`config.mk`:
```
export PLATFORM = sky130hd
export DESIGN_NAME = motor_command_slew_keepalive_unit
export DESIGN_NICKNAME = d
export VERILOG_FILES = /design/src/sv/mcsk_pkg.sv /design/src/sv/motor_command_slew_keepalive_unit.sv /design/src/sv/mcsk_regs.sv /design/src/sv/mcsk_core.sv
export SDC_FILE = /design/constraint.sdc
export NUM_CORES = 2
export LEC_CHECK = 0
export BUFFER_PORTS_ARGS = -buffer_cell sky130_fd_sc_hd__clkbuf_2
export CELL_PAD_IN_SITES_DETAIL_PLACEMENT = 1
export CELL_PAD_IN_SITES_GLOBAL_PLACEMENT = 2
export CORE_MARGIN = 2
export CORE_UTILIZATION = 41
export DETAILED_ROUTE_END_ITERATION = 6
export PLACE_DENSITY_LB_ADDON = 0.15
export SYNTH_ARGS = -nofsm -noshare
export SYNTH_HDL_FRONTEND = slang
export SYNTH_SLANG_ARGS = --single-unit
```
`constraint.sdc`:
```
create_clock -name clk -period 23.5 [get_ports clk]
set_input_delay 2.35 -clock clk [delete_from_list [all_inputs] [get_ports clk]]
set_output_delay 2.35 -clock clk [all_outputs]
set_load 0.02 [all_outputs]
```
`src/sv/mcsk_pkg.sv`:
```
package mcsk_pkg;

  localparam int ADDR_W = 5;
  localparam int DATA_W = 32;

  // Item kinds; codes five to seven are ignored.
  localparam logic [2:0] KIND_SPEED = 3'd0;
  localparam logic [2:0] KIND_DUTY  = 3'd1;
  localparam logic [2:0] KIND_STOP  = 3'd2;
  localparam logic [2:0] KIND_BRAKE = 3'd3;
  localparam logic [2:0] KIND_TICK  = 3'd4;

  localparam logic [1:0] MODE_RPM     = 2'd0;
  localparam logic [1:0] MODE_DUTY    = 2'd1;
  localparam logic [1:0] MODE_CURRENT = 2'd2;
  localparam logic [1:0] MODE_BRAKE   = 2'd3;

  localparam logic [2:0] REG_INVERT    = 3'd0;
  localparam logic [2:0] REG_GEAR      = 3'd1;
  localparam logic [2:0] REG_STEP      = 3'd2;
  localparam logic [2:0] REG_INTERVAL  = 3'd3;
  localparam logic [2:0] REG_BRAKE_CUR = 3'd4;
  localparam logic [2:0] REG_DEVICE_ID = 3'd5;

  localparam logic signed [31:0] S32_MAX = 32'sh7FFF_FFFF;
  localparam logic signed [31:0] S32_MIN = 32'sh8000_0000;

  localparam logic [7:0]  GEAR_RST      = 8'd1;
  localparam logic [16:0] STEP_RST      = 17'd655;
  localparam logic [15:0] INTERVAL_RST  = 16'd100;
  localparam logic [30:0] BRAKE_CUR_RST = 31'd655360;

  typedef struct packed {
    logic        invert_direction;
    logic [7:0]  gear_ratio;
    logic [16:0] duty_step;
    logic [15:0] keepalive_ms;
    logic [30:0] brake_current;
    logic [7:0]  device_id;
  } cfg_t;

  typedef struct packed {
    logic [2:0]         kind;
    logic signed [31:0] value;
    logic               brake_on;
    logic [31:0]        now_ms;
  } item_t;

  typedef struct packed {
    logic [1:0]         command_mode;
    logic signed [31:0] command_value;
    logic [7:0]         target_id;
    logic               is_heartbeat;
  } result_t;

endpackage

```
`src/sv/motor_command_slew_keepalive_unit.sv`:
```
// Motor command shaper with duty slew limiting and keep-alive resend.
// Input channel (in_valid/in_ready): one speed, duty, stop, brake or tick item
// per transfer, stamped with the millisecond time in in_now_ms.
// Result channel (out_valid/out_ready): zero or one command per item, in item
// order, carrying mode, signed Q16.16 value, device address and heartbeat flag.
// Configuration goes through the APB port (registers at byte address 4*i).
// The user must write it only while the block holds no work; the block
// itself does not enforce this. pready is always high. An accepted item sits
// in the input register until the output register is free or being emptied,
// is then evaluated against the command history, and its command, if any,
// lands in the output register. Throughput is one item per clock while
// out_ready is high; the single evaluation pass (one 32x9 multiply for speed
// scaling, one 33-bit compare and add for the duty ramp) sets that figure.
// When out_ready is low the output register holds its command and the input
// register can still take one more item; further items then wait.
// Synchronous reset clears the command history, the duty ramp and both stage
// valids, and loads the configuration reset values.
module motor_command_slew_keepalive_unit (
  input  logic                        clk,
  input  logic                        rst_n,
  input  logic                        in_valid,
  output logic                        in_ready,
  input  logic [2:0]                  in_kind,
  input  logic signed [31:0]          in_value,
  input  logic                        in_brake_on,
  input  logic [31:0]                 in_now_ms,
  output logic                        out_valid,
  input  logic                        out_ready,
  output logic [1:0]                  out_command_mode,
  output logic signed [31:0]          out_command_value,
  output logic [7:0]                  out_target_id,
  output logic                        out_is_heartbeat,
  input  logic                        psel,
  input  logic                        penable,
  input  logic                        pwrite,
  input  logic [mcsk_pkg::ADDR_W-1:0] paddr,
  input  logic [mcsk_pkg::DATA_W-1:0] pwdata,
  output logic [mcsk_pkg::DATA_W-1:0] prdata,
  output logic                        pready
);
  import mcsk_pkg::*;

  cfg_t    cfg;
  logic    in_vld_r, in_vld_nxt;
  item_t   in_item_r;
  logic    out_vld_r, out_vld_nxt;
  result_t out_res_r;
  logic    proc_go;
  logic    res_vld;
  result_t res;

  assign pready = 1'b1;

  mcsk_regs u_regs (
    .clk     (clk),
    .rst_n   (rst_n),
    .psel    (psel),
    .penable (penable),
    .pwrite  (pwrite),
    .paddr   (paddr),
    .pwdata  (pwdata),
    .prdata  (prdata),
    .cfg     (cfg)
  );

  mcsk_core u_core (
    .clk     (clk),
    .rst_n   (rst_n),
    .step_en (proc_go),
    .item    (in_item_r),
    .cfg     (cfg),
    .res_vld (res_vld),
    .res     (res)
  );

  // The held item is evaluated once the output register is free or being emptied.
  assign proc_go  = in_vld_r && (!out_vld_r || out_ready);
  assign in_ready = !in_vld_r || proc_go;

  always_comb begin
    in_vld_nxt = in_vld_r;
    if (in_valid && in_ready) begin
      in_vld_nxt = 1'b1;
    end else if (proc_go) begin
      in_vld_nxt = 1'b0;
    end
  end

  always_comb begin
    out_vld_nxt = out_vld_r;
    if (proc_go && res_vld) begin
      out_vld_nxt = 1'b1;
    end else if (out_ready) begin
      out_vld_nxt = 1'b0;
    end
  end

  always_ff @(posedge clk) begin
    if (!rst_n) begin
      in_vld_r  <= 1'b0;
      out_vld_r <= 1'b0;
    end else begin
      in_vld_r  <= in_vld_nxt;
      out_vld_r <= out_vld_nxt;
    end
  end

  always_ff @(posedge clk) begin
    if (in_valid && in_ready) begin
      in_item_r.kind     <= in_kind;
      in_item_r.value    <= in_value;
      in_item_r.brake_on <= in_brake_on;
      in_item_r.now_ms   <= in_now_ms;
    end
    if (proc_go && res_vld) begin
      out_res_r <= res;
    end
  end

  assign out_valid         = out_vld_r;
  assign out_command_mode  = out_res_r.command_mode;
  assign out_command_value = out_res_r.command_value;
  assign out_target_id     = out_res_r.target_id;
  assign out_is_heartbeat  = out_res_r.is_heartbeat;

  a_hb_only_on_tick: assert property (@(posedge clk) disable iff (!rst_n)
    (proc_go && res_vld && res.is_heartbeat) |-> (in_item_r.kind == KIND_TICK))
    else $error("heartbeat produced by a non-tick item");

  a_item_held_in_stall: assert property (@(posedge clk) disable iff (!rst_n)
    (in_vld_r && !proc_go) |=> (in_vld_r && $stable(in_item_r)))
    else $error("waiting item lost or changed");

  a_result_lands: assert property (@(posedge clk) disable iff (!rst_n)
    (proc_go && res_vld) |=> out_vld_r)
    else $error("evaluated command did not reach the output register");

endmodule

```
`src/sv/mcsk_regs.sv`:
```
module mcsk_regs (
  input  logic                        clk,
  input  logic                        rst_n,
  input  logic                        psel,
  input  logic                        penable,
  input  logic                        pwrite,
  input  logic [mcsk_pkg::ADDR_W-1:0] paddr,
  input  logic [mcsk_pkg::DATA_W-1:0] pwdata,
  output logic [mcsk_pkg::DATA_W-1:0] prdata,
  output mcsk_pkg::cfg_t              cfg
);
  import mcsk_pkg::*;

  cfg_t       cfg_r;
  logic       wr_en;
  logic [2:0] idx;

  assign wr_en = psel & penable & pwrite;
  assign idx   = paddr[ADDR_W-1:2];
  assign cfg   = cfg_r;

  always_ff @(posedge clk) begin
    if (!rst_n) begin
      cfg_r.invert_direction <= 1'b0;
      cfg_r.gear_ratio       <= GEAR_RST;
      cfg_r.duty_step        <= STEP_RST;
      cfg_r.keepalive_ms     <= INTERVAL_RST;
      cfg_r.brake_current    <= BRAKE_CUR_RST;
      cfg_r.device_id        <= 8'd0;
    end else if (wr_en) begin
      unique case (idx)
        REG_INVERT:    cfg_r.invert_direction <= pwdata[0];
        REG_GEAR:      cfg_r.gear_ratio       <= pwdata[7:0];
        REG_STEP:      cfg_r.duty_step        <= pwdata[16:0];
        REG_INTERVAL:  cfg_r.keepalive_ms     <= pwdata[15:0];
        REG_BRAKE_CUR: cfg_r.brake_current    <= pwdata[30:0];
        REG_DEVICE_ID: cfg_r.device_id        <= pwdata[7:0];
        default: ;
      endcase
    end
  end

  always_comb begin
    unique case (idx)
      REG_INVERT:    prdata = {31'd0, cfg_r.invert_direction};
      REG_GEAR:      prdata = {24'd0, cfg_r.gear_ratio};
      REG_STEP:      prdata = {15'd0, cfg_r.duty_step};
      REG_INTERVAL:  prdata = {16'd0, cfg_r.keepalive_ms};
      REG_BRAKE_CUR: prdata = {1'b0, cfg_r.brake_current};
      REG_DEVICE_ID: prdata = {24'd0, cfg_r.device_id};
      default:       prdata = '0;
    endcase
  end

endmodule

```
`src/sv/mcsk_core.sv`:
```
module mcsk_core (
  input  logic              clk,
  input  logic              rst_n,
  input  logic              step_en,
  input  mcsk_pkg::item_t   item,
  input  mcsk_pkg::cfg_t    cfg,
  output logic              res_vld,
  output mcsk_pkg::result_t res
);
  import mcsk_pkg::*;

  // Command history and duty ramp state.
  logic               last_sent_r, last_sent_nxt;
  logic [1:0]         last_mode_r, last_mode_nxt;
  logic signed [31:0] last_value_r, last_value_nxt;
  logic [31:0]        last_send_r, last_send_nxt;
  logic signed [31:0] tgt_r, tgt_nxt;
  logic signed [31:0] pres_r, pres_nxt;

  logic signed [31:0] req;
  logic [7:0]         gear;
  logic signed [40:0] prod;
  logic signed [31:0] speed_cmd;
  logic signed [32:0] diff;
  logic [32:0]        mag;
  logic signed [31:0] ramp;
  logic [31:0]        elapsed;

  logic               cand_vld;
  logic [1:0]         cand_mode;
  logic signed [31:0] cand_value;
  logic               cand_hb;
  logic               emit;

  always_comb begin
    if (cfg.invert_direction) begin
      req = (item.value == S32_MIN) ? S32_MAX : -item.value;
    end else begin
      req = item.value;
    end
  end

  assign gear = (cfg.gear_ratio == 8'd0) ? 8'd1 : cfg.gear_ratio;
  assign prod = 41'(req) * 41'(signed'({1'b0, gear}));

  // The product fits when bits 40 down to 31 all agree.
  always_comb begin
    if (!prod[40] && (|prod[39:31])) begin
      speed_cmd = S32_MAX;
    end else if (prod[40] && !(&prod[39:31])) begin
      speed_cmd = S32_MIN;
    end else begin
      speed_cmd = prod[31:0];
    end
  end

  assign diff = 33'(tgt_r) - 33'(pres_r);
  assign mag  = diff[32] ? 33'(-diff) : 33'(diff);

  always_comb begin
    if (mag <= {16'd0, cfg.duty_step}) begin
      ramp = tgt_r;
    end else if (!diff[32]) begin
      ramp = pres_r + signed'({15'd0, cfg.duty_step});
    end else begin
      ramp = pres_r - signed'({15'd0, cfg.duty_step});
    end
  end

  assign elapsed = item.now_ms - last_send_r;

  always_comb begin
    cand_vld   = 1'b0;
    cand_mode  = MODE_CURRENT;
    cand_value = '0;
    cand_hb    = 1'b0;
    tgt_nxt    = tgt_r;
    pres_nxt   = pres_r;
    unique case (item.kind)
      KIND_SPEED: begin
        tgt_nxt  = '0;
        pres_nxt = '0;
        cand_vld = 1'b1;
        if (req != 32'sd0) begin
          cand_mode  = MODE_RPM;
          cand_value = speed_cmd;
        end
      end
      KIND_DUTY: begin
        tgt_nxt = req;
        if (req == 32'sd0) begin
          pres_nxt = '0;
          cand_vld = 1'b1;
        end
      end
      KIND_STOP: begin
        tgt_nxt  = '0;
        pres_nxt = '0;
        cand_vld = 1'b1;
      end
      KIND_BRAKE: begin
        tgt_nxt  = '0;
        pres_nxt = '0;
        cand_vld = 1'b1;
        if (item.brake_on) begin
          cand_mode  = MODE_BRAKE;
          cand_value = signed'({1'b0, cfg.brake_current});
        end
      end
      KIND_TICK: begin
        if (tgt_r != pres_r) begin
          pres_nxt   = ramp;
          cand_vld   = 1'b1;
          cand_mode  = MODE_DUTY;
          cand_value = ramp;
        end else if (last_sent_r && (elapsed >= {16'd0, cfg.keepalive_ms})) begin
          cand_vld   = 1'b1;
          cand_mode  = last_mode_r;
          cand_value = last_value_r;
          cand_hb    = 1'b1;
        end
      end
      default: ;
    endcase
  end

  // A fresh command is dropped when it repeats the last one sent; a heartbeat is not.
  assign emit = cand_vld && (cand_hb || !(last_sent_r && (last_mode_r == cand_mode) &&
                                          (last_value_r == cand_value)));

  always_comb begin
    last_sent_nxt  = last_sent_r;
    last_mode_nxt  = last_mode_r;
    last_value_nxt = last_value_r;
    last_send_nxt  = last_send_r;
    if (emit) begin
      last_sent_nxt  = 1'b1;
      last_mode_nxt  = cand_mode;
      last_value_nxt = cand_value;
      last_send_nxt  = item.now_ms;
    end
  end

  always_ff @(posedge clk) begin
    if (!rst_n) begin
      last_sent_r  <= 1'b0;
      last_mode_r  <= MODE_RPM;
      last_value_r <= '0;
      last_send_r  <= '0;
      tgt_r        <= '0;
      pres_r       <= '0;
    end else if (step_en) begin
      last_sent_r  <= last_sent_nxt;
      last_mode_r  <= last_mode_nxt;
      last_value_r <= last_value_nxt;
      last_send_r  <= last_send_nxt;
      tgt_r        <= tgt_nxt;
      pres_r       <= pres_nxt;
    end
  end

  assign res_vld           = emit;
  assign res.command_mode  = cand_mode;
  assign res.command_value = cand_value;
  assign res.target_id     = cfg.device_id;
  assign res.is_heartbeat  = cand_hb;

endmodule
```
==> summary.md <==
| Metric | Value |
|---|---|
| Post-route setup slack | 7.74 ns |
| FMAX | 63.5 MHz |
| Startpoint Class | register |
| Final critical-path share of the clock period | 67.0% |
| Cell count along the critical path | 39 |
| Drt first pass iters | 5 |
| Setup TNS | 0 ns |
| FF+latch area | 7620 sq um |
| CTS tree | yes |
| Layout cell share with drive strength beyond 1 | 9.17% |
| Synthesis-stage register bit count | 325 |
| Post-route ant nets | 0 |
| Fraction of registers with async set/reset | 0% |
| Synth Flop Type | dfxtp_1 |
| Logic pwr share | 35.7% |
| Cts hold-fix bufs | 0 |
| Slew @ Worst Pin | 1.25 ns |
| Fillers | 9,428 |
| Total GRT Usage | 30.0% |
| Fin cells | 5,152 |
| Fin area | 35,700 sq um |
| Hold Slack | 0.475 ns |
| Area of the mapped netlist | 32,300 sq um |
| Minimum clock period | 15.76 ns |
| Cts bufs inserted | 42 |
| Max-slew violation count | 0 |
| CTS Sinks | 325 |
| Post-synthesis sequential area ratio | 23.6% |
| Largest net degree at the start of global routing | 77 |
| Crit path largest cell delay | 1.09 ns |
| Clock skew | 0.0248 ns |
| Bufs on Longest Clock Path | 3 |
| VDD IR max | 0.0581 mV |
| Post-CTS Resized | 0 |
| Post-place setup slack | 8.05 ns |
| Crit path required time | 23.96 ns |
| First-pass GRT wire length | 189,000 um |
| Detailed router's first-iteration violation count | 2,166 |
| Cell variety after synth | 91 |
| Postcts setup bufs | 0 |
| Wire per inst | 23.9 um |
| Drt drc | 0 |
| GP Congestion | 0.938 |
| Vias after detailed routing | 30,395 |
| Min-Delay Path Class | reg -> reg |
| Sequential power share | 30.4% |
| # rows | 102 |
| Commonest non-fill, non-tap cell in the layout | nand2_1 |
| Worst-path clk slew | 0.06 ns |
| Die height | 285 um |
| Initial antenna violation count | 2 |
| Pint | 1.27 mW |
| Crit path max fanout | 76 |
| Yosys top cell by area | dfxtp_1 |
| Post-synth EDFFs | 111 |
| Worst hold stages | 2 |
| Core box area | 77,700 sq um |
| Root Driver | clkbuf_16 |
| P_leak | 15.3 nW |
| DP HPWL | 96,500 um |
| Syn_area_per_cell | 8.10 sq um |
| Status | finished, final reports clean |
| Die Area | 81,100 sq um |
| DP Area | 34,300 sq um |
| Net Sw Frac | 37.8% |
| Switch Pwr | 0.772 mW |
| WL final | 123,000 um |
| Synthesized net count | 4,517 |
| Syn Inst Count | 3,992 |
| Crit-path leading delay family | compound AO/OA/AOI/OAI gates |
| CP max-delay cell | nor4_1 |
| Clock power frac | 33.9% |
| Critical Path End Type | register |
| Total gr overflow | 0 |
| Largest cells by area after synthesis | dfxtp_1, fa_1, edfxtp_1 |
| Dpl cells | 5,076 |
| Antenna cells | 0 |
| Vias in the first global route | 30,838 |
| Unrepaired setup endpoints after global routing | no |
| Footprint of the multi-input gates | 22,300 sq um |
| Worst Path Buf+Inv | 8 |
| Setup violators final | 0 |
| Worst Path Arrival | 16.21 ns |
| IO buf count | 184 |
| Relative slew slack | 16.3% |
| Initial Util | 41.6% |
| DIE WIDTH | 285 um |
| Nets | 4,605 |
| P&R area growth vs syn | 10.4% |
| Worst Path Class, Setup | reg -> reg |
| Most frequent cells in the layout | nand2_1, inv_1, a21oi_1 |
| Max-Cap Viols | 0 |
| Synth top area share | 13.2% |
| I/O pin count | 190 |
| Final Hold Viols | 0 |
| Worst reg2reg path depth | 39 |
| DR vias/cell | 5.90 |
| Htree depth | 2 |
| PD cells | 57.2 nW/um^2 |
| Clk_lat worst skew | 0.59 ns |
| Synth warn | 0 |
-- per-layer routing --
layer	part of all wire [%]	vias to the layer above	GRT usage (%)
li1	-	14106	-
met1	45	15411	40.9
met2	47	704	49.7
met3	4.5	174	2.84
met4	3.6	0	10.3
met5	0	-	0
-- synth_stat cells, types with 51 or more instances --
master and count:
a31oi_1 51, nor2_1 289, and2_1 152, o21ai_0 145, dfxtp_1 214, inv_1 446
xnor2_1 97, edfxtp_1 111, ha_1 212, nand2_1 500, nor3_1 65, a21o_1 64
nand4_1 54, mux2i_1 112, clkbuf_1 166, a21oi_1 292, nand3_1 84, fa_1 201
-- power by group through the flow --
stage	registers (mW)	logic [mW]	clock network (mW)
CTS	0.620	0.724	0.704
detailed placement	0.632	0.719	0
finish	0.621	0.730	0.692
global route	0.622	0.793	0.724
global placement	0.632	0.709	0
floorplan	0.626	0.491	0
-- through the flow --
step | util, % | power, mW
4_1_cts | 45.9 | 2.05
5_1_grt | 45.9 | 2.14
6_report | 45.9 | 2.04
3_5_place_dp | 44.1 | 1.35
3_3_place_gp | 44.1 | 1.34
2_1_floorplan | - | 1.12
-- sequential cells by signal (all words and copies together), names as in the netlist, 2 cells and up --
signal,flops
u_core.tgt_r,32
u_core.pres_r,32
in_item_r,68
u_core.last_mode_r,2
u_core.last_send_r,32
out_command_value,32
u_regs.cfg,81
out_command_mode,2
u_core.last_value_r,32
out_target_id,8
-- worst min-delay path, delay by kind of cell, from the launching register on --
kind | cells | cell delay [ns]
AOI/OAI and AO/OA | 1 | 0.05
DFF | 1 | 0.32
and+or+nand+nor | 1 | 0.06
-- area by class of cell --
class	instances	share of cell area [%]
Clock inverter	26	0.897
Clock buffer	50	3.14
Sequential cell	325	21.3
Tap cell	1040	3.65
Multi-Input combinational cell	3023	62.5
Inverter	447	4.71
Timing Repair Buffer	241	3.78
-- kinds of logic (layout without fill, tap and decap cells) --
| group | after synthesis | in the layout | synth area share (%) |
|---|---|---|---|
| AOI/OAI and AO/OA | 961 | 961 | 19.7 |
| xor gates and xnor gates | 136 | 136 | 3.68 |
| adders and majority gates | 413 | 413 | 20.6 |
| buffers and inverters | 644 | 764 | 7.74 |
| DFF | 325 | 325 | 23.6 |
| muxes | 129 | 129 | 4.09 |
| other | 2 | 2 | 0.0232 |
| and+or+nand+nor | 1382 | 1382 | 20.6 |
-- worst paths after layout --
check | startpoint | to | slack (ns)
hold / removal | u_regs.cfg[13]$_SDFFE_PN0P_ | u_regs.cfg[13]$_SDFFE_PN0P_ | 0.47
setup reg to reg | in_item_r[33]$_DFFE_PP_ | u_core.last_send_r[18]$_SDFFE_PN0P_ | 7.74
setup / recovery | in_item_r[33]$_DFFE_PP_ | u_core.last_send_r[18]$_SDFFE_PN0P_ | 7.74
hold reg to reg | u_regs.cfg[13]$_SDFFE_PN0P_ | u_regs.cfg[13]$_SDFFE_PN0P_ | 0.47
Note: power is estimated with default switching activity, not from simulation.
